`config.mk`:
```
export PLATFORM = sky130hd
export DESIGN_NAME = lge_row_rule
export DESIGN_NICKNAME = d
export VERILOG_FILES = /design/src/sv/lge_pkg.sv /design/src/sv/lge_row_rule.sv
export SDC_FILE = /design/constraint.sdc
export NUM_CORES = 1
export LEC_CHECK = 0
export BUFFER_PORTS_ARGS = -buffer_cell sky130_fd_sc_hd__buf_2
export CORE_MARGIN = 2
export CORE_UTILIZATION = 45
export DETAILED_ROUTE_END_ITERATION = 10
export PLACE_DENSITY = 0.81
export SYNTH_ARGS = -nofsm -noshare
export SYNTH_HDL_FRONTEND = slang
export SYNTH_SLANG_ARGS = --single-unit
```
`constraint.sdc`:
```
create_clock -name vclk -period 7.35
set_input_delay 0.3675 -clock vclk [all_inputs]
set_output_delay 0.3675 -clock vclk [all_outputs]
set_load 0.005 [all_outputs]
```
`src/sv/lge_pkg.sv`:
```
// ----------------------------------------------------------------------------
// lge_pkg: shared types and constants of the life generation engine
// Beat layouts of the item, result and configuration channels, operation
// codes, register indexes and the B3/S23 rule counts.
// ----------------------------------------------------------------------------
package lge_pkg;

    // Default grid bounds for the top-level parameters.
    localparam int DEF_MAX_ROWS = 64;
    localparam int DEF_MAX_COLS = 64;

    // Field widths fixed by the channel formats.
    localparam int FUNC_W  = 2;
    localparam int ROW_W   = 6;
    localparam int COL_W   = 6;
    localparam int GRID_W  = 7;
    localparam int GEN_W   = 16;
    localparam int CFG_IDX_W = 1;

    // Operation codes.
    localparam logic [FUNC_W-1:0] FUNC_WRITE   = 2'd0;
    localparam logic [FUNC_W-1:0] FUNC_ADVANCE = 2'd1;
    localparam logic [FUNC_W-1:0] FUNC_READ    = 2'd2;

    // Configuration register indexes.
    localparam logic [CFG_IDX_W-1:0] REG_GRID_ROWS = 1'd0;
    localparam logic [CFG_IDX_W-1:0] REG_GRID_COLS = 1'd1;

    // Reset size of the grid in use.
    localparam logic [GRID_W-1:0] GRID_RESET = 7'd64;

    // Window counts (center included) of the rule.
    localparam logic [3:0] CNT_BIRTH = 4'd3;
    localparam logic [3:0] CNT_KEEP  = 4'd4;

    typedef struct packed {
        logic [FUNC_W-1:0] func;
        logic [ROW_W-1:0]  row_index;
        logic [COL_W-1:0]  col_index;
        logic              cell_value;
    } t_in_item;

    typedef struct packed {
        logic             read_value;
        logic             any_alive;
        logic [GEN_W-1:0] generation_count;
    } t_out_item;

    typedef struct packed {
        logic [CFG_IDX_W-1:0] index;
        logic [GRID_W-1:0]    value;
    } t_cfg_beat;

endpackage

```
`src/sv/lge_row_rule.sv`:
```
// ----------------------------------------------------------------------------
// lge_row_rule: one row of the next generation
// One lane per column counts the live cells of the 3x3 window over the
// previous, current and next rows and applies the B3/S23 rule.
// ----------------------------------------------------------------------------
module lge_row_rule #(
    parameter int MAX_COLS = lge_pkg::DEF_MAX_COLS
) (
    input  logic [MAX_COLS-1:0] i_prev,
    input  logic [MAX_COLS-1:0] i_cur,
    input  logic [MAX_COLS-1:0] i_next,
    input  logic [MAX_COLS-1:0] i_col_mask,
    input  logic                i_row_live,
    output logic [MAX_COLS-1:0] o_new_row
);

    logic [MAX_COLS+1:0] pad_prev;
    logic [MAX_COLS+1:0] pad_cur;
    logic [MAX_COLS+1:0] pad_next;

    // Dead cells on both sides of the row stand for the grid border.
    assign pad_prev = {1'b0, i_prev, 1'b0};
    assign pad_cur  = {1'b0, i_cur, 1'b0};
    assign pad_next = {1'b0, i_next, 1'b0};

    // Window count and rule for every column lane.
    always_comb begin
        logic [3:0] cnt;
        logic       keep;
        cnt  = '0;
        keep = 1'b0;
        for (int c = 0; c < MAX_COLS; c++) begin
            cnt = 4'(pad_prev[c]) + 4'(pad_prev[c+1]) + 4'(pad_prev[c+2])
                + 4'(pad_cur[c])  + 4'(pad_cur[c+1])  + 4'(pad_cur[c+2])
                + 4'(pad_next[c]) + 4'(pad_next[c+1]) + 4'(pad_next[c+2]);
            if (pad_cur[c+1]) begin
                keep = (cnt == lge_pkg::CNT_BIRTH) || (cnt == lge_pkg::CNT_KEEP);
            end else begin
                keep = (cnt == lge_pkg::CNT_BIRTH);
            end
            o_new_row[c] = keep && i_col_mask[c] && i_row_live;
        end
    end

endmodule

```
==> reports/metrics.cfg, run 1 <==
[power]
p_leak_nw = 8.24
powerDensity_nw_per_um2 = 147
vdd_drop_max_v = 0.0000733

[timing]
rsz0062_at_grt = no
timing.final.crit_period_ns = 4.05
hold_violations = 0
fmax_ghz = 0.247
tns_ns = 0
worstMarginPinSlew_ns = 0.966
slew_headroom_pct = 35.6
final-setup-viol-count = 0
drv_slew = 0
fin_crit_sh_pct = 55.1

[outcome]
outcome = finished, final reports clean

[critical_path]
path_cells = buf_2, inv_1, fa_1, fa_1, fa_1, fa_1, inv_1, fa_1, nand3b_1, mux2i_1, o2111a_1, buf_2
max_stage_delay_ns = 0.52
critPathBufInv = 4
end_kind = primary output
cp_top_family = adder cells
cp.required_ns = 6.98
critPathSlowestCell = fa_1
crit_top_cell = fa_1
cp-start-kind = input port
crit_type = in2out
path_max_fanout = 3
crit_cells = 12
cp.arrival_ns = 3.69

[min_path]
hold_depth = 4
hold_path_end = o_new_row[0]
hp-start = i_col_mask[0]
hold_class = in2out

[route]
route.met2.wl_um = 15100
drc = 0
m1WireLength_um = 12400
vias = 9846
top_layer_used = met4
wl_met3_um = 1140
wirelength_um = 29300
drt_iter0_markers = 329
drt_first_pass_iters = 5
via_per_inst = 4.82
wl_per_cell_um = 14.4
final_antenna_net_count = 0

[die]
die_w_um = 174
die_h_um = 174
initial_utilization_pct = 45.4
die-area_um2 = 30200
rows = 62
coreArea_um2 = 28500
ioPinCount = 321

[layout]
multi_input_area_um2 = 11000
fillers = 2592
final_nets = 2358
final_layout_size_suffix_gt1_share_pct = 19.5
area_delta_synth_final_pct = 16.0
clkbuf_count = 0
final_core_util_pct = 52.6
final_cell_mix = inv_1 (505), buf_2 (321), fa_1 (316)
final_common_cell = inv_1
seq_cell_count = 0
ff_latch_area_um2 = 0

[global_route]
grt_use_total_pct = 20.1
overflow = 0
grt_pass1_vias = 11000
grt_max_degree = 65
antenna_found_initial = 5
grt_pass1_wl_um = 50600

[placement]
hpwl_um = 27600
io_buffers = 321
gp_congestion = 0.871

[yosys]
avgSynthCellArea_um2 = 9.68
ys_seq_area_share_pct = 0
syn-num-nets = 2041
yosysWarningCount = 0
synthCells = 1339
synthesis.area_um2 = 13000
yosys.area.top_type = fa_1
synth.distinct_cells = 19
netlist.area_leader.share_pct = 48.8
ys_top_cells_by_area = fa_1 (49%), inv_1 (15%), ha_1 (12%)

[cts]
post-cts-setup-buffers = 0
cts-resized-gates = 0
holdBufCountCts = 0

[job]
drv_cap = 0

-- metrics by stage --
stage | hold WS, ns | setup slack [ns] | total power [mW] | instances | area (µm²)
6_report | 1.03 | 3.30 | 2.20 | 2043 | 15000
5_1_grt | 1.06 | 3.14 | 2.54 | 2042 | 15000
4_1_cts | 1.03 | 3.23 | 2.22 | 2038 | 15000
3_5_place_dp | 1.03 | 3.23 | 2.20 | 2038 | 15000
3_3_place_gp | 1.03 | 3.33 | 2.07 | 2038 | 15000
2_1_floorplan | 0.817 | 3.78 | 1.70 | 1339 | 13000
-- cell families after synthesis --
| family | Yosys count | synth area share, % |
|---|---|---|
| adder cells (fa/ha/maj) | 445 | 61.3 |
| AND/OR/NAND/NOR | 132 | 6.97 |
| XOR/XNOR | 62 | 4.19 |
| AO/OA/AOI/OAI | 126 | 7.85 |
| buffers and inverters | 512 | 14.9 |
| multiplexers | 62 | 4.79 |
-- final cells by class --
type	instances	area share [%]
Antenna cell	5	0.0833
Inverter	505	12.6
Multi-Input combinational cell	827	73.4
Tap cell	384	3.20
Timing Repair Buffer	322	10.7
-- cell usage after synthesis, drive strengths merged --
library cell  count
fa              316
nand2             2
or4b              1
ha              129
xnor2            61
a21o              1
a21oi            63
nand2b           61
and3b             1
inv             505
nor2              1
nor2b             1
o2111a           61
nand3             1
xor2              1
buf               7
mux2i            62
nand3b           64
a211oi            1
-- power breakdown --
| part | switching (mW) | internal (mW) |
|---|---|---|
| Combinational | 1.11 | 1.09 |
| Sequential | 0 | 0 |
| Clock | 0 | 0.0000000911 |
-- worst max-delay path by stage --
| stage | start | end |
|---|---|---|
| floorplan | i_prev[61] | o_new_row[61] |
| CTS | i_prev[28] | o_new_row[28] |
| detailed placement | i_prev[28] | o_new_row[28] |
| global placement | i_prev[28] | o_new_row[28] |
| global route | i_prev[28] | o_new_row[28] |
| finish | i_prev[28] | o_new_row[28] |
-- metal layers --
layer,global-route usage (%),up-vias
met5,0,-
met4,5.22,0
met3,1.45,51
met2,37.3,258
met1,25.4,4879
li1,-,4658
No activity file was read; power rests on OpenSTA's default activity.
==> run 2: changes to the inputs <==
Clock period 7.35 ns to 4.02 ns, I/O delays scaled along.
==> reports/metrics.cfg, run 2 (same netlist as run 1, synthesis figures left out) <==
[global_route]
overflow = 0
grt_pass1_wl_um = 52200
grt_pass1_vias = 11500
antenna_found_initial = 8
grt_max_degree = 65
grt_use_total_pct = 20.8

[placement]
io_buffers = 321
gp_congestion = 0.868
place_inst = 2038
hpwl_um = 28400

[critical_path]
cp-start-kind = input port
path_cells = buf_2, inv_1, fa_1, fa_1, fa_1, fa_1, inv_1, fa_1, nand3b_1, mux2i_1, o2111a_1, buf_2
cp.required_ns = 3.82
critPathSlowestCell = fa_1
crit_top_cell = fa_1
max_stage_delay_ns = 0.52
path_max_fanout = 3
cp.arrival_ns = 3.55
crit_type = in2out
end_kind = primary output

[min_path]
hold_class = in2out
hold_depth = 4
hp-start = i_col_mask[0]
hold_path_end = o_new_row[0]

[power]
p_leak_nw = 8.24
vdd_drop_max_v = 0.000125
powerDensity_nw_per_um2 = 269

[route]
wirelength_um = 30200
drc = 0
via_per_inst = 4.87
final_antenna_net_count = 0
drt_first_pass_iters = 4
wl_per_cell_um = 14.8
drt_iter0_markers = 304
vias = 9960

[outcome]
outcome = finished, final reports clean

[timing]
fin_crit_sh_pct = 93.4
final-setup-viol-count = 0
hold_violations = 0
tns_ns = 0
fmax_ghz = 0.266
rsz0062_at_grt = no
slew_headroom_pct = 37.0
timing.final.crit_period_ns = 3.75
drv_slew = 0
worstMarginPinSlew_ns = 0.945

[die]
ioPinCount = 321
die-area_um2 = 30200
die_h_um = 174
die_w_um = 174
rows = 62
initial_utilization_pct = 45.4
coreArea_um2 = 28500

[cts]
holdBufCountCts = 0
cts-resized-gates = 0
post-cts-setup-buffers = 0

[job]
drv_cap = 0

[layout]
area_delta_synth_final_pct = 16.1
final_core_util_pct = 52.7
clkbuf_count = 0
final_cell_mix = inv_1 (505), buf_2 (321), fa_1 (316)
final_layout_size_suffix_gt1_share_pct = 19.5
final_common_cell = inv_1
final_nets = 2358
stdcell_count = 2046
ff_latch_area_um2 = 0
fillers = 2600
seq_cell_count = 0

[run 2: cell types whose count changed in the layout (fill, tap and decap cells not counted), sizes merged]
cell	before	now
diode	5	8
[run 2: area by class of cell]
cell class | instances | area [µm²] | share of cell area, %
Multi-Input combinational cell | 827 | 11000 | 73.3
Antenna cell | 8 | 20.0 | 0.133
Tap cell | 384 | 480 | 3.20
Inverter | 505 | 1900 | 12.6
Timing Repair Buffer | 322 | 1610 | 10.7
[run 2: how the worst max path moves through the flow]
stage	start	depth (start not counted)	end
global placement	i_prev[4]	12	o_new_row[4]
global route	i_prev[16]	12	o_new_row[17]
floorplan	i_prev[61]	10	o_new_row[61]
detailed placement	i_prev[30]	12	o_new_row[30]
finish	i_prev[30]	12	o_new_row[30]
CTS	i_prev[30]	12	o_new_row[30]
[run 2: power by group]
group / total [mW] / internal, mW / switching (mW)
clock: 0.000000266 / 0.000000266 / 0
sequential: 0 / 0 / 0
combinational: 4.04 / 2.00 / 2.04
total: 4.04 / 2.00 / 2.04
[run 2: critical path, delay by kind of cell]
family / cells / cell delay, ns
AND/OR/NAND/NOR: 1 / 0.18
AO/OA/AOI/OAI: 1 / 0.26
multiplexers: 1 / 0.14
buffers and inverters: 4 / 0.52
adder cells (fa/ha/maj): 5 / 2.24
[run 2: per-layer routing]
metal / part of all wire (%) / track usage, % / up-vias
met3: 4.6 / 2.08 / 90
li1: - / - / 4666
met2: 51 / 38.2 / 291
met1: 40 / 25.5 / 4911
met4: 4.1 / 7.07 / 2
met5: 0.043 / 0 / -
[run 2: metrics by stage]
| stage | cell area [µm²] | power [mW] | hold WS [ns] | setup slack [ns] |
|---|---|---|---|---|
| global route | 15000 | 4.67 | 0.719 | 0.143 |
| detailed placement | 15000 | 4.05 | 0.695 | 0.258 |
| finish | 15000 | 4.04 | 0.694 | 0.267 |
| floorplan | 13000 | 3.10 | 0.484 | 0.785 |
| global placement | 15000 | 3.78 | 0.694 | 0.340 |
| CTS | 15000 | 4.08 | 0.696 | 0.260 |
==> run 3: changes to the inputs <==
==> constraint.sdc (replaced) <==
create_clock -name vclk -period 4.02
set_input_delay 0.402 -clock vclk [all_inputs]
set_output_delay 0.402 -clock vclk [all_outputs]
set_load 0.005 [all_outputs]
==> reports/metrics.cfg, run 3 (same netlist as run 1, synthesis figures left out) <==
[outcome]
outcome = finished, final reports clean

[global_route]
grt_max_degree = 36
antenna_found_initial = 10
overflow = 0
grt_pass1_vias = 11800
grt_pass1_wl_um = 54400
grt_use_total_pct = 21.7

[timing]
drv_slew = 0
rsz0062_at_grt = yes
final-setup-viol-count = 0
hold_violations = 0
timing.final.crit_period_ns = 4.01
worstMarginPinSlew_ns = 0.950
holdWs_ns = 1.10
fin_crit_sh_pct = 99.6
fmax_ghz = 0.250
slew_headroom_pct = 36.7

[min_path]
hold_class = in2out

[layout]
ff_latch_area_um2 = 0
final_common_cell = inv_1
clkbuf_count = 0
multi_input_area_um2 = 11200
final_cell_mix = inv_1 (370), buf_2 (281), fa_1 (265)
final_layout_size_suffix_gt1_share_pct = 34.5
final_nets = 2453
seq_cell_count = 0
fillers = 2444
final_core_util_pct = 57.2
area_delta_synth_final_pct = 26.1
stdcell_area_um2 = 16300

[job]
drv_cap = 0

[cts]
holdBufCountCts = 0

[placement]
io_buffers = 321
hpwl_um = 29600
gp_congestion = 0.897
placed_area_um2 = 15600

[die]
die_h_um = 174
rows = 62
die_w_um = 174
ioPinCount = 321
coreArea_um2 = 28500
die-area_um2 = 30200
initial_utilization_pct = 45.4

[power]
vdd_drop_max_v = 0.000131
powerDensity_nw_per_um2 = 269
p_leak_nw = 8.63
power_mw = 4.40

[route]
wirelength_um = 32100
drc = 0
vias = 10500
wl_per_cell_um = 15.0
drt_first_pass_iters = 4
via_per_inst = 4.90
drt_iter0_markers = 246
final_antenna_net_count = 0

[critical_path]
crit_type = in2out
cp.arrival_ns = 3.60
cp-start-kind = input port
end_kind = primary output
max_stage_delay_ns = 0.54
path_cells = buf_8, inv_8, fa_2, fa_1, fa_1, fa_2, inv_2, fa_1, nand3b_1, mux2i_1, o2111a_1, buf_2
cp.required_ns = 3.62
crit_top_cell = fa_1
path_max_fanout = 3
critPathSlowestCell = fa_1

[run 3: cell types whose count changed in the layout (fill, tap and decap cells not counted), moves of 8 or more]
cell	delta
buf_8	+8
buf_6	+29
inv_1	-135
fa_1	-51
fa_2	+51
inv_4	+45
buf_4	+96
buf_2	-40
inv_2	+82
[run 3: through the flow]
stage | std cells | TNS [ns] | setup WS [ns]
floorplan | 1339 | 0 | 0.383
global placement | 2118 | -0.00765 | -0.00765
detailed placement | 2118 | -0.821 | -0.112
CTS | 2123 | -0.0314 | -0.0179
global route | 2141 | -0.804 | -0.0955
finish | 2141 | 0 | 0.0149
[run 3: power by group]
| part | internal, mW | switching [mW] |
|---|---|---|
| clock | 0.000000266 | 0 |
| combinational | 2.23 | 2.17 |
| sequential | 0 | 0 |
[run 3: cell type report]
class / instances / area share [%]
Timing Repair Buffer: 417 / 16.0
Tap cell: 384 / 2.94
Multi-Input combinational cell: 827 / 68.3
Antenna cell: 8 / 0.123
Inverter: 505 / 12.6
[run 3: critical path: cells and delay by family]
kind,cells,cell delay (ns)
adder cells (fa/ha/maj),5,2.31
buffers and inverters,4,0.37
AO/OA/AOI/OAI,1,0.20
AND/OR/NAND/NOR,1,0.18
multiplexers,1,0.15
[run 3: metal layers]
metal	global-route usage, %	wire (µm)	vias to the layer above
li1	-	-	4866
met3	1.78	1160	88
met4	7.28	1170	2
met2	40.3	17000	295
met1	26.5	12800	5236
met5	0	13	-
[run 3: what timing repair did]
action,CTS,global route
pin swaps,11,63
buffers inserted,5,10
resized for setup,49,254
cloned,0,0
setup endpoints to repair,33,61
[run 3: path summary, 6_finish.rpt]
path	startpoint	endpoint	slack, ns	cells after the start
hold / removal	i_col_mask[0]	o_new_row[0]	1.10	4
setup / recovery	i_prev[32]	o_new_row[32]	0.01	12
